<file path="src/hdl/i2cm_pkg.sv">
// ----------------------------------------------------------------------------
// i2cm_pkg: shared types and constants of the I2C EEPROM master
// Bus phase codes, the tick word layout, the result word layout and the
// register indexes of the control port.
// ----------------------------------------------------------------------------
package i2cm_pkg;

   typedef enum logic [4:0] {
      PH_IDLE   = 5'd0,
      PH_S_HI   = 5'd1,
      PH_S_FALL = 5'd2,
      PH_S_LO   = 5'd3,
      PH_DEV_LO = 5'd4,
      PH_DEV_HI = 5'd5,
      PH_AH_LO  = 5'd6,
      PH_AH_HI  = 5'd7,
      PH_AL_LO  = 5'd8,
      PH_AL_HI  = 5'd9,
      PH_R_HI   = 5'd10,
      PH_R_FALL = 5'd11,
      PH_R_LO   = 5'd12,
      PH_RD_LO  = 5'd13,
      PH_RD_HI  = 5'd14,
      PH_DAT_LO = 5'd15,
      PH_DAT_HI = 5'd16,
      PH_RX_LO  = 5'd17,
      PH_RX_HI  = 5'd18,
      PH_P_LO   = 5'd19,
      PH_P_HI   = 5'd20,
      PH_P_END  = 5'd21
   } phase_type;

   // control port register indexes
   localparam logic CSR_DEVICE_BYTE = 1'b0;
   localparam logic CSR_PHASE_TICKS = 1'b1;

   localparam logic [7:0] DEVICE_BYTE_RESET = 8'hA0;
   localparam logic [7:0] PHASE_TICKS_RESET = 8'd4;
   localparam logic [6:0] ADDR_HI_MASK      = 7'h7F;
   localparam logic [7:0] READ_BIT          = 8'h01;
   localparam logic [3:0] BITS_PER_BYTE     = 4'd8;

   // one bus tick
   typedef struct packed {
      logic        req_valid;
      logic        func;
      logic [14:0] mem_addr;
      logic [15:0] byte_count;
      logic [7:0]  wr_byte;
      logic        sda_in;
   } item_type;

   // pin levels and strobes after one tick
   typedef struct packed {
      logic       scl;
      logic       sda_release;
      logic       write_protect;
      logic       busy_res;
      logic       wr_byte_req;
      logic [7:0] rd_byte;
      logic       rd_valid;
      logic       rd_last;
   } result_type;

   typedef struct packed {
      logic [7:0] device_byte;
      logic [7:0] phase_ticks;
   } csr_type;

endpackage

</file>
<file path="src/hdl/i2cm_seq.sv">
// ----------------------------------------------------------------------------
// i2cm_seq: bus phase sequencer
// Holds the transaction state and advances it by one tick per accepted word.
// ----------------------------------------------------------------------------
module i2cm_seq
   import i2cm_pkg::*;
(
   input  logic       clock,
   input  logic       reset,
   input  logic       advance,
   input  item_type   item,
   input  csr_type    csr,
   output result_type result
);

   phase_type   phase_ff, phase_in;
   logic [7:0]  timer_ff, timer_in;
   logic [3:0]  bit_ff, bit_in;
   logic [7:0]  shift_ff, shift_in;
   logic [15:0] left_ff, left_in;
   logic [14:0] addr_ff, addr_in;
   logic        wr_ff, wr_in;

   logic [7:0]  ticks;
   logic [3:0]  bit_next;
   logic [7:0]  rx_shift;
   logic [15:0] left_dec;
   logic        wreq, rvalid, rlast;
   logic [7:0]  rbyte;

   assign ticks    = (csr.phase_ticks == 8'd0) ? 8'd1 : csr.phase_ticks;
   assign bit_next = bit_ff + 4'd1;
   assign rx_shift = {shift_ff[6:0], item.sda_in};
   assign left_dec = left_ff - 16'd1;

   // next state
   always_comb begin
      phase_in = phase_ff;
      timer_in = timer_ff;
      bit_in   = bit_ff;
      shift_in = shift_ff;
      left_in  = left_ff;
      addr_in  = addr_ff;
      wr_in    = wr_ff;
      wreq     = 1'b0;
      rvalid   = 1'b0;
      rlast    = 1'b0;
      rbyte    = 8'd0;
      if (phase_ff == PH_IDLE) begin
         if (item.req_valid) begin
            wr_in    = item.func;
            addr_in  = item.mem_addr;
            left_in  = item.byte_count;
            phase_in = PH_S_HI;
            timer_in = 8'd0;
            bit_in   = 4'd0;
            shift_in = 8'd0;
         end
      end else if (({1'b0, timer_ff} + 9'd1) < {1'b0, ticks}) begin
         timer_in = timer_ff + 8'd1;
      end else begin
         timer_in = 8'd0;
         case (phase_ff)
            PH_S_HI:   phase_in = PH_S_FALL;
            PH_S_FALL: phase_in = PH_S_LO;
            PH_S_LO: begin
               phase_in = PH_DEV_LO;
               bit_in   = 4'd0;
               shift_in = csr.device_byte;
            end
            PH_R_HI:   phase_in = PH_R_FALL;
            PH_R_FALL: phase_in = PH_R_LO;
            PH_R_LO: begin
               phase_in = PH_RD_LO;
               bit_in   = 4'd0;
               shift_in = csr.device_byte | READ_BIT;
            end
            PH_P_LO:  phase_in = PH_P_HI;
            PH_P_HI:  phase_in = PH_P_END;
            PH_P_END: phase_in = PH_IDLE;
            PH_DEV_LO, PH_AH_LO, PH_AL_LO, PH_RD_LO, PH_DAT_LO, PH_RX_LO: begin
               phase_in = phase_type'(phase_ff + 5'd1);
            end
            PH_RX_HI: begin
               if (bit_ff < BITS_PER_BYTE) begin
                  shift_in = rx_shift;
                  bit_in   = bit_next;
                  phase_in = PH_RX_LO;
                  if (bit_next == BITS_PER_BYTE) begin
                     left_in = left_dec;
                     rvalid  = 1'b1;
                     rbyte   = rx_shift;
                     rlast   = (left_dec == 16'd0);
                  end
               end else begin
                  phase_in = (left_ff != 16'd0) ? PH_RX_LO : PH_P_LO;
                  bit_in   = 4'd0;
                  shift_in = 8'd0;
               end
            end
            default: begin
               // transmit high-clock phases
               if (bit_ff < BITS_PER_BYTE) begin
                  shift_in = {shift_ff[6:0], 1'b0};
                  bit_in   = bit_next;
                  phase_in = phase_type'(phase_ff - 5'd1);
               end else begin
                  bit_in   = 4'd0;
                  shift_in = 8'd0;
                  if (phase_ff == PH_DEV_HI) begin
                     phase_in = PH_AH_LO;
                     shift_in = {1'b0, addr_ff[14:8] & ADDR_HI_MASK};
                  end else if (phase_ff == PH_AH_HI) begin
                     phase_in = PH_AL_LO;
                     shift_in = addr_ff[7:0];
                  end else if (phase_ff == PH_AL_HI && !wr_ff) begin
                     phase_in = PH_R_HI;
                  end else if (phase_ff == PH_RD_HI) begin
                     phase_in = (left_ff != 16'd0) ? PH_RX_LO : PH_P_LO;
                  end else if ((phase_ff == PH_AL_HI || phase_ff == PH_DAT_HI)
                               && left_ff != 16'd0) begin
                     wreq     = 1'b1;
                     left_in  = left_dec;
                     phase_in = PH_DAT_LO;
                     shift_in = item.wr_byte;
                  end else begin
                     phase_in = PH_P_LO;
                  end
               end
            end
         endcase
      end
   end

   // pin levels from the state just entered
   always_comb begin
      result               = '0;
      result.wr_byte_req   = wreq;
      result.rd_byte       = rbyte;
      result.rd_valid      = rvalid;
      result.rd_last       = rlast;
      result.busy_res      = (phase_in != PH_IDLE);
      result.write_protect = !((phase_in != PH_IDLE) && wr_in);
      case (phase_in)
         PH_IDLE, PH_S_HI, PH_R_HI, PH_P_END: begin
            result.scl         = 1'b1;
            result.sda_release = 1'b1;
         end
         PH_S_FALL, PH_R_FALL, PH_P_HI: begin
            result.scl         = 1'b1;
            result.sda_release = 1'b0;
         end
         PH_S_LO, PH_R_LO, PH_P_LO: begin
            result.scl         = 1'b0;
            result.sda_release = 1'b0;
         end
         PH_RX_LO, PH_RX_HI: begin
            // release for data bits, then ack all but the last byte
            result.scl         = (phase_in == PH_RX_HI);
            result.sda_release = (bit_in < BITS_PER_BYTE) ? 1'b1 : (left_in == 16'd0);
         end
         default: begin
            result.scl         = phase_in[0];
            result.sda_release = (bit_in < BITS_PER_BYTE) ? shift_in[7] : 1'b1;
         end
      endcase
   end

   always_ff @(posedge clock) begin
      if (reset) begin
         phase_ff <= PH_IDLE;
         timer_ff <= 8'd0;
         bit_ff   <= 4'd0;
         shift_ff <= 8'd0;
         left_ff  <= 16'd0;
         addr_ff  <= 15'd0;
         wr_ff    <= 1'b0;
      end else if (advance) begin
         phase_ff <= phase_in;
         timer_ff <= timer_in;
         bit_ff   <= bit_in;
         shift_ff <= shift_in;
         left_ff  <= left_in;
         addr_ff  <= addr_in;
         wr_ff    <= wr_in;
      end
   end

endmodule

</file>
<file path="src/hdl/i2cm_out_reg.sv">
// ----------------------------------------------------------------------------
// i2cm_out_reg: result register
// Holds one result word until the downstream side takes it.
// ----------------------------------------------------------------------------
module i2cm_out_reg
   import i2cm_pkg::*;
(
   input  logic       clock,
   input  logic       reset,
   input  logic       load,
   input  result_type result,
   input  logic       take,
   output logic       valid,
   output result_type held
);

   logic       valid_ff, valid_in;
   result_type held_ff;

   assign valid_in = load | (valid_ff & ~take);

   always_ff @(posedge clock) begin
      if (reset) begin
         valid_ff <= 1'b0;
      end else begin
         valid_ff <= valid_in;
      end
   end

   always_ff @(posedge clock) begin
      if (load) begin
         held_ff <= result;
      end
   end

   assign valid = valid_ff;
   assign held  = held_ff;

endmodule

</file>
<file path="src/hdl/i2c_eeprom_master.sv">
// ----------------------------------------------------------------------------
// i2c_eeprom_master: tick-driven I2C master for a two-address-byte EEPROM
// Output: the result word of a tick is valid in the cycle after it is accepted.
// Throughput: one tick word per cycle while the result register is empty or
//   being drained in the same cycle; a full, undrained register stalls input.
// Reset: synchronous, active high; bus idle, registers back to device byte
//   0xA0 and four ticks per phase, result register empty.
// ----------------------------------------------------------------------------
module i2c_eeprom_master
   import i2cm_pkg::*;
(
   input  logic        clock,
   input  logic        reset,
   // tick words
   input  logic        req_tvalid,
   output logic        req_tready,
   input  logic [47:0] req_tdata,  // req_valid, mem_addr[14:0], byte_count[15:0],
                                   // wr_byte[7:0], sda_in, zero fill
   input  logic        req_tuser,  // func
   // result words
   output logic        rsp_tvalid,
   input  logic        rsp_tready,
   output logic [15:0] rsp_tdata,  // scl, sda_release, write_protect, busy_res,
                                   // wr_byte_req, rd_byte[7:0], rd_valid, zero fill
   output logic        rsp_tlast,  // rd_last
   // control registers
   input  logic        csr_we,
   input  logic        csr_addr,
   input  logic [7:0]  csr_wdata
);

   csr_type    csr_ff;
   item_type   item;
   result_type step_result;
   result_type held;
   logic       accept;
   logic       out_valid;

   // unpack the tick word, lowest field first
   assign item.req_valid  = req_tdata[0];
   assign item.func       = req_tuser;
   assign item.mem_addr   = req_tdata[15:1];
   assign item.byte_count = req_tdata[31:16];
   assign item.wr_byte    = req_tdata[39:32];
   assign item.sda_in     = req_tdata[40];

   // take a new word when the result slot is empty or drains now
   assign req_tready = ~out_valid | rsp_tready;
   assign accept     = req_tvalid & req_tready;

   // control registers; the user must write them only while the bus is quiet, the block does not enforce it
   always_ff @(posedge clock) begin
      if (reset) begin
         csr_ff.device_byte <= DEVICE_BYTE_RESET;
         csr_ff.phase_ticks <= PHASE_TICKS_RESET;
      end else if (csr_we) begin
         case (csr_addr)
            CSR_DEVICE_BYTE: csr_ff.device_byte <= csr_wdata;
            CSR_PHASE_TICKS: csr_ff.phase_ticks <= csr_wdata;
            default:         csr_ff <= csr_ff;
         endcase
      end
   end

   // advance the bus sequencer by one tick per accepted word
   i2cm_seq u_seq (
      .clock   (clock),
      .reset   (reset),
      .advance (accept),
      .item    (item),
      .csr     (csr_ff),
      .result  (step_result)
   );

   // hold the pin levels of that tick until taken
   i2cm_out_reg u_out (
      .clock  (clock),
      .reset  (reset),
      .load   (accept),
      .result (step_result),
      .take   (rsp_tready),
      .valid  (out_valid),
      .held   (held)
   );

   assign rsp_tvalid = out_valid;
   assign rsp_tdata  = {2'b00, held.rd_valid, held.rd_byte, held.wr_byte_req,
                        held.busy_res, held.write_protect, held.sda_release, held.scl};
   assign rsp_tlast  = held.rd_last;

   // a last-byte flag comes only with a received byte
   a_last_with_valid: assert property (@(posedge clock) disable iff (reset)
      rsp_tvalid && held.rd_last |-> held.rd_valid)
      else $error("rd_last without rd_valid");

   // a tick never both fetches a write byte and delivers a read byte
   a_no_rd_and_wr: assert property (@(posedge clock) disable iff (reset)
      rsp_tvalid |-> !(held.rd_valid && held.wr_byte_req))
      else $error("read and write strobes in one tick");

   // an idle bus leaves both lines released and write protect raised
   a_idle_pins: assert property (@(posedge clock) disable iff (reset)
      rsp_tvalid && !held.busy_res |->
         held.scl && held.sda_release && held.write_protect && !held.rd_valid)
      else $error("idle bus with active pins");

   // an empty result slot never stalls the input side
   a_ready_when_empty: assert property (@(posedge clock) disable iff (reset)
      !out_valid |-> req_tready)
      else $error("input stalled with empty result slot");

endmodule

</file>
<file path="config.mk">
export PLATFORM = sky130hd
export DESIGN_NAME = i2c_eeprom_master
export DESIGN_NICKNAME = d
export VERILOG_FILES = /design/src/hdl/i2cm_pkg.sv /design/src/hdl/i2cm_seq.sv /design/src/hdl/i2cm_out_reg.sv /design/src/hdl/i2c_eeprom_master.sv
export SDC_FILE = /design/constraint.sdc
export NUM_CORES = 1
export LEC_CHECK = 0
export BUFFER_PORTS_ARGS = -buffer_cell sky130_fd_sc_hd__buf_2
export CAP_MARGIN = 0
export CORE_ASPECT_RATIO = 2
export CORE_MARGIN = 2
export CORE_UTILIZATION = 35
export CTS_CLUSTER_DIAMETER = 60
export CTS_CLUSTER_SIZE = 14
export DETAILED_ROUTE_END_ITERATION = 8
export GPL_TIMING_DRIVEN = 0
export HOLD_SLACK_MARGIN = 0.15
export PLACE_DENSITY = 0.59
export SLEW_MARGIN = 20
export SYNTH_ARGS = -nofsm -noshare
export SYNTH_HDL_FRONTEND = slang
export SYNTH_SLANG_ARGS = --single-unit
</file>
<file path="constraint.sdc">
create_clock -name clock -period 5.2 [get_ports clock]
set_input_delay 0.26 -clock clock [delete_from_list [all_inputs] [get_ports clock]]
set_output_delay 0.26 -clock clock [all_outputs]
set_load 0.03 [all_outputs]
</file>
==> run summary <==
outcome = finished clean
top cells by area, synth = dfxtp_1 24%, edfxtp_1 7.2%, nand2_1 7.1%
Die Area = 0.0190 mm²
r2r setup slk = 540 ps
combinational share of power = 30.3%
sequential share of the synthesized area = 31.0%
DIE WIDTH = 98.4 µm
power per cell area = 294 mW/mm²
GR Overflow Total = 0
final WL = 22500 µm
Tot GR Track Use = 23.3%
Placed Cells = 1102
first-pass GRT wire length = 34900 µm
Max VDD drop = 155 µV
Critical-path top delay cell = or3_1
pins over their slew limit = 0
shortest period the worst path allows = 4660 ps
dpl cell area = 0.00686 mm²
sequential share of power = 35.7%
Area Overhead vs Synth = 17.2%
fraction of layout cells with a size suffix above 1 = 14.5%
CTS tree = done
clock latency on the worst-skew pair = 360 ps
fraction of registers with async set/reset = 0%
Setup crit start = u_seq.timer_ff[0]$_SDFFE_PP0P_
Syn Std Cell Area = 0.00623 mm²
setup violators final = 0
Vias = 6766
cts hold-fix bufs = 12
Non-Filler Instances = 1130
CP Capture Point = u_out.held[13]$_DFFE_PP_
clock sink count = 89
max incr delay on CP = 460 ps
Tcrit/Tclk final = 89.6%
multi-input gate area in the final layout = 0.00393 mm²
EDFF count, synth = 15
antenna-violating nets left = 0
Core ar. = 0.0176 mm²
critical path required time = 5420 ps
Initial DRC Count = 431
worst min path class = primary input to flop
Fin. Hold Viols = 0
H-Tree Depth = 3
setup TNS = 0 ps
FP Rows = 69
WP data arrival = 4880 ps
fin nets = 993
Top FF cell, synth = dfxtp_1
die height = 193 µm
clk_skew = 14.8 ps
clock buffer count from CTS = 9
# port buffers = 70
CP Depth = 15
crit-path leading delay family = simple AND/OR/NAND/NOR gates
Via-to-Cell Ratio = 5.99
Critical Path Source Type = flop
cell taking the most area after synthesis = dfxtp_1
DP HPWL = 17100 µm
CP cell instances = ha_1 -> and3_1 -> and3_1 -> xor2_1 -> ha_1 -> a211oi_1 -> o21ai_0 -> o221ai_1 -> nand2_1 -> a32oi_1 -> o221ai_2 -> or3_1 -> nor4b_2 -> nand4_1 -> nand2_1
Reg2Reg Depth = 15
CP bufs+invs = 0
Yosys reg bits = 89
clk slew on worst S/H paths = 70 ps
filler instances = 1869
Yosys top cell area share = 23.8%
NetSw = 773 µW
Slew HR = 35.6%
origin of the critical flop-to-flop path = u_seq.timer_ff[0]$_SDFFE_PP0P_
I/O pins = 82
Ys Warns = 0
initial core utilization = 35.4%
drt pass-1 iters = 6
LEAKAGE = 0.00276 µW
Finished Cell Area = 0.00731 mm²
routability cong. = 0.968
Clk pwr share = 34.1%
Residual DRC = 0
RSZ-0062 raised after global routing = false
Int Pwr = 1370 µW
ANT cells = 0
Peak Freq = 0.215 GHz
largest net degree at the start of global routing = 25
Crit Path Category = flop to flop
drt wl/cell = 20.0 µm
Root Driver = clkbuf_16
Switching Share = 36.1%
Clock Path Buffers = 2
syn_area_per_cell = 7.62 µm²
max-cap violations = 0
vias in the first global route = 6611
crit path capture type = flop
postcts setup bufs = 0
Netlist cell types = 86
Tightest Pin Transition = 955 ps
Max FO, Critical Path = 10
worst r2r dst = u_out.held[13]$_DFFE_PP_
Seq. cell area = 0.00193 mm²
Post-Syn Instances = 818
antenna violations before repair = 1
CTS-repair resized insts = 0
post-layout power = 2140 µW
how the worst min path moves through the flow:
stage                                     to  slack, ps                           from  depth (start not counted)
2_1_floorplan        csr_ff[13]$_SDFFE_PP1P_        380                   csr_wdata[5]                          2
6_report       u_seq.addr_ff[3]$_SDFFE_PP0P_        150                   req_tdata[4]                          3
3_3_place_gp   u_seq.addr_ff[5]$_SDFFE_PP0P_        440  u_seq.addr_ff[5]$_SDFFE_PP0P_                          2
4_1_cts        u_seq.addr_ff[7]$_SDFFE_PP0P_        150                   req_tdata[8]                          3
5_1_grt        u_seq.addr_ff[2]$_SDFFE_PP0P_        170                   req_tdata[3]                          3
3_5_place_dp   u_seq.addr_ff[8]$_SDFFE_PP0P_        450  u_seq.addr_ff[8]$_SDFFE_PP0P_                          2
synthesized netlist by cell type, types with 9 or more instances:
| library cell | instances |
|---|---|
| buf_2 | 16 |
| dfxtp_1 | 74 |
| a22oi_1 | 14 |
| edfxtp_1 | 15 |
| clkbuf_1 | 41 |
| a221oi_1 | 10 |
| ha_1 | 18 |
| nor2_1 | 89 |
| o211ai_1 | 10 |
| nand2_1 | 118 |
| o21ai_0 | 34 |
| a211oi_1 | 25 |
| and3_1 | 16 |
| nor3_1 | 21 |
| nand3_1 | 30 |
| xor2_1 | 11 |
| a21oi_1 | 75 |
| xnor2_1 | 9 |
| inv_1 | 20 |
| nand3b_1 | 9 |
registers in the layout, summed over array words and instances, names as in the netlist:
signal          count
csr_ff             16
u_out.held         15
u_out.valid         1
u_seq.addr_ff      15
u_seq.bit_ff        4
u_seq.left_ff      16
u_seq.phase_ff      5
u_seq.shift_ff      8
u_seq.timer_ff      8
u_seq.wr_ff         1
power by group through the flow:
stage	Combinational, µW	Sequential, µW	Clock [µW]
6_report	649	765	731
5_1_grt	700	769	757
4_1_cts	633	764	735
3_5_place_dp	624	780	0
3_3_place_gp	623	780	0
2_1_floorplan	416	793	0
layer usage:
layer | up-vias | GRT usage, % | part of all wire [%]
li1 | 3186 | - | -
met5 | - | 0 | 0.049
met2 | 331 | 41.0 | 49
met3 | 100 | 3.95 | 6.6
met1 | 3147 | 26.2 | 39
met4 | 2 | 13.5 | 5.9
metrics by stage:
| stage | util [%] | hold WS [ps] | setup slack [ps] |
|---|---|---|---|
| floorplan | - | 383 | 1600 |
| global route | 41.5 | 165 | 222 |
| detailed placement | 38.9 | 449 | 650 |
| global placement | 38.9 | 445 | 616 |
| finish | 41.5 | 146 | 541 |
| CTS | 41.4 | 151 | 594 |
area by class of cell:
type                       instances  share of cell area [%]
clock inverter                     5                   0.925
sequential                        89                    26.4
clock buffer                      11                    3.48
multi-input combinational        644                    53.8
inverter                          21                    1.08
tap                              213                    3.65
timing repair buffer              82                    6.44
buffer                            65                    4.20
worst min-delay path: stages:
cell	delay [ps]
buf_2	100
nand2_1	50
a21oi_1	50
placed cells by master (no fill, tap or decap), types with 10 or more instances in the layout:
cell type	count
nand2_1	118
nor2_1	89
buf_2	86
a21oi_1	75
dfxtp_1	74
clkbuf_1	41
o21ai_0	34
nand3_1	30
a211oi_1	25
nor3_1	21
inv_1	20
ha_1	18
and3_1	16
edfxtp_1	15
a22oi_1	14
dlygate4sd3_1	12
xor2_1	11
a221oi_1	10
o211ai_1	10
clkbuf_16	10
cells by family (layout without fill, tap and decap cells):
logic type,Yosys count,in the layout,synth area share (%)
simple gates,355,355,28.4
compound gates,239,239,26.2
flops,89,89,31.0
buf+inv,86,184,6.16
xor+xnor,20,20,2.81
fa+ha+maj,19,19,3.77
mux,9,9,1.59
other cells,1,2,0.0602
(Power assumes the default switching activity.)
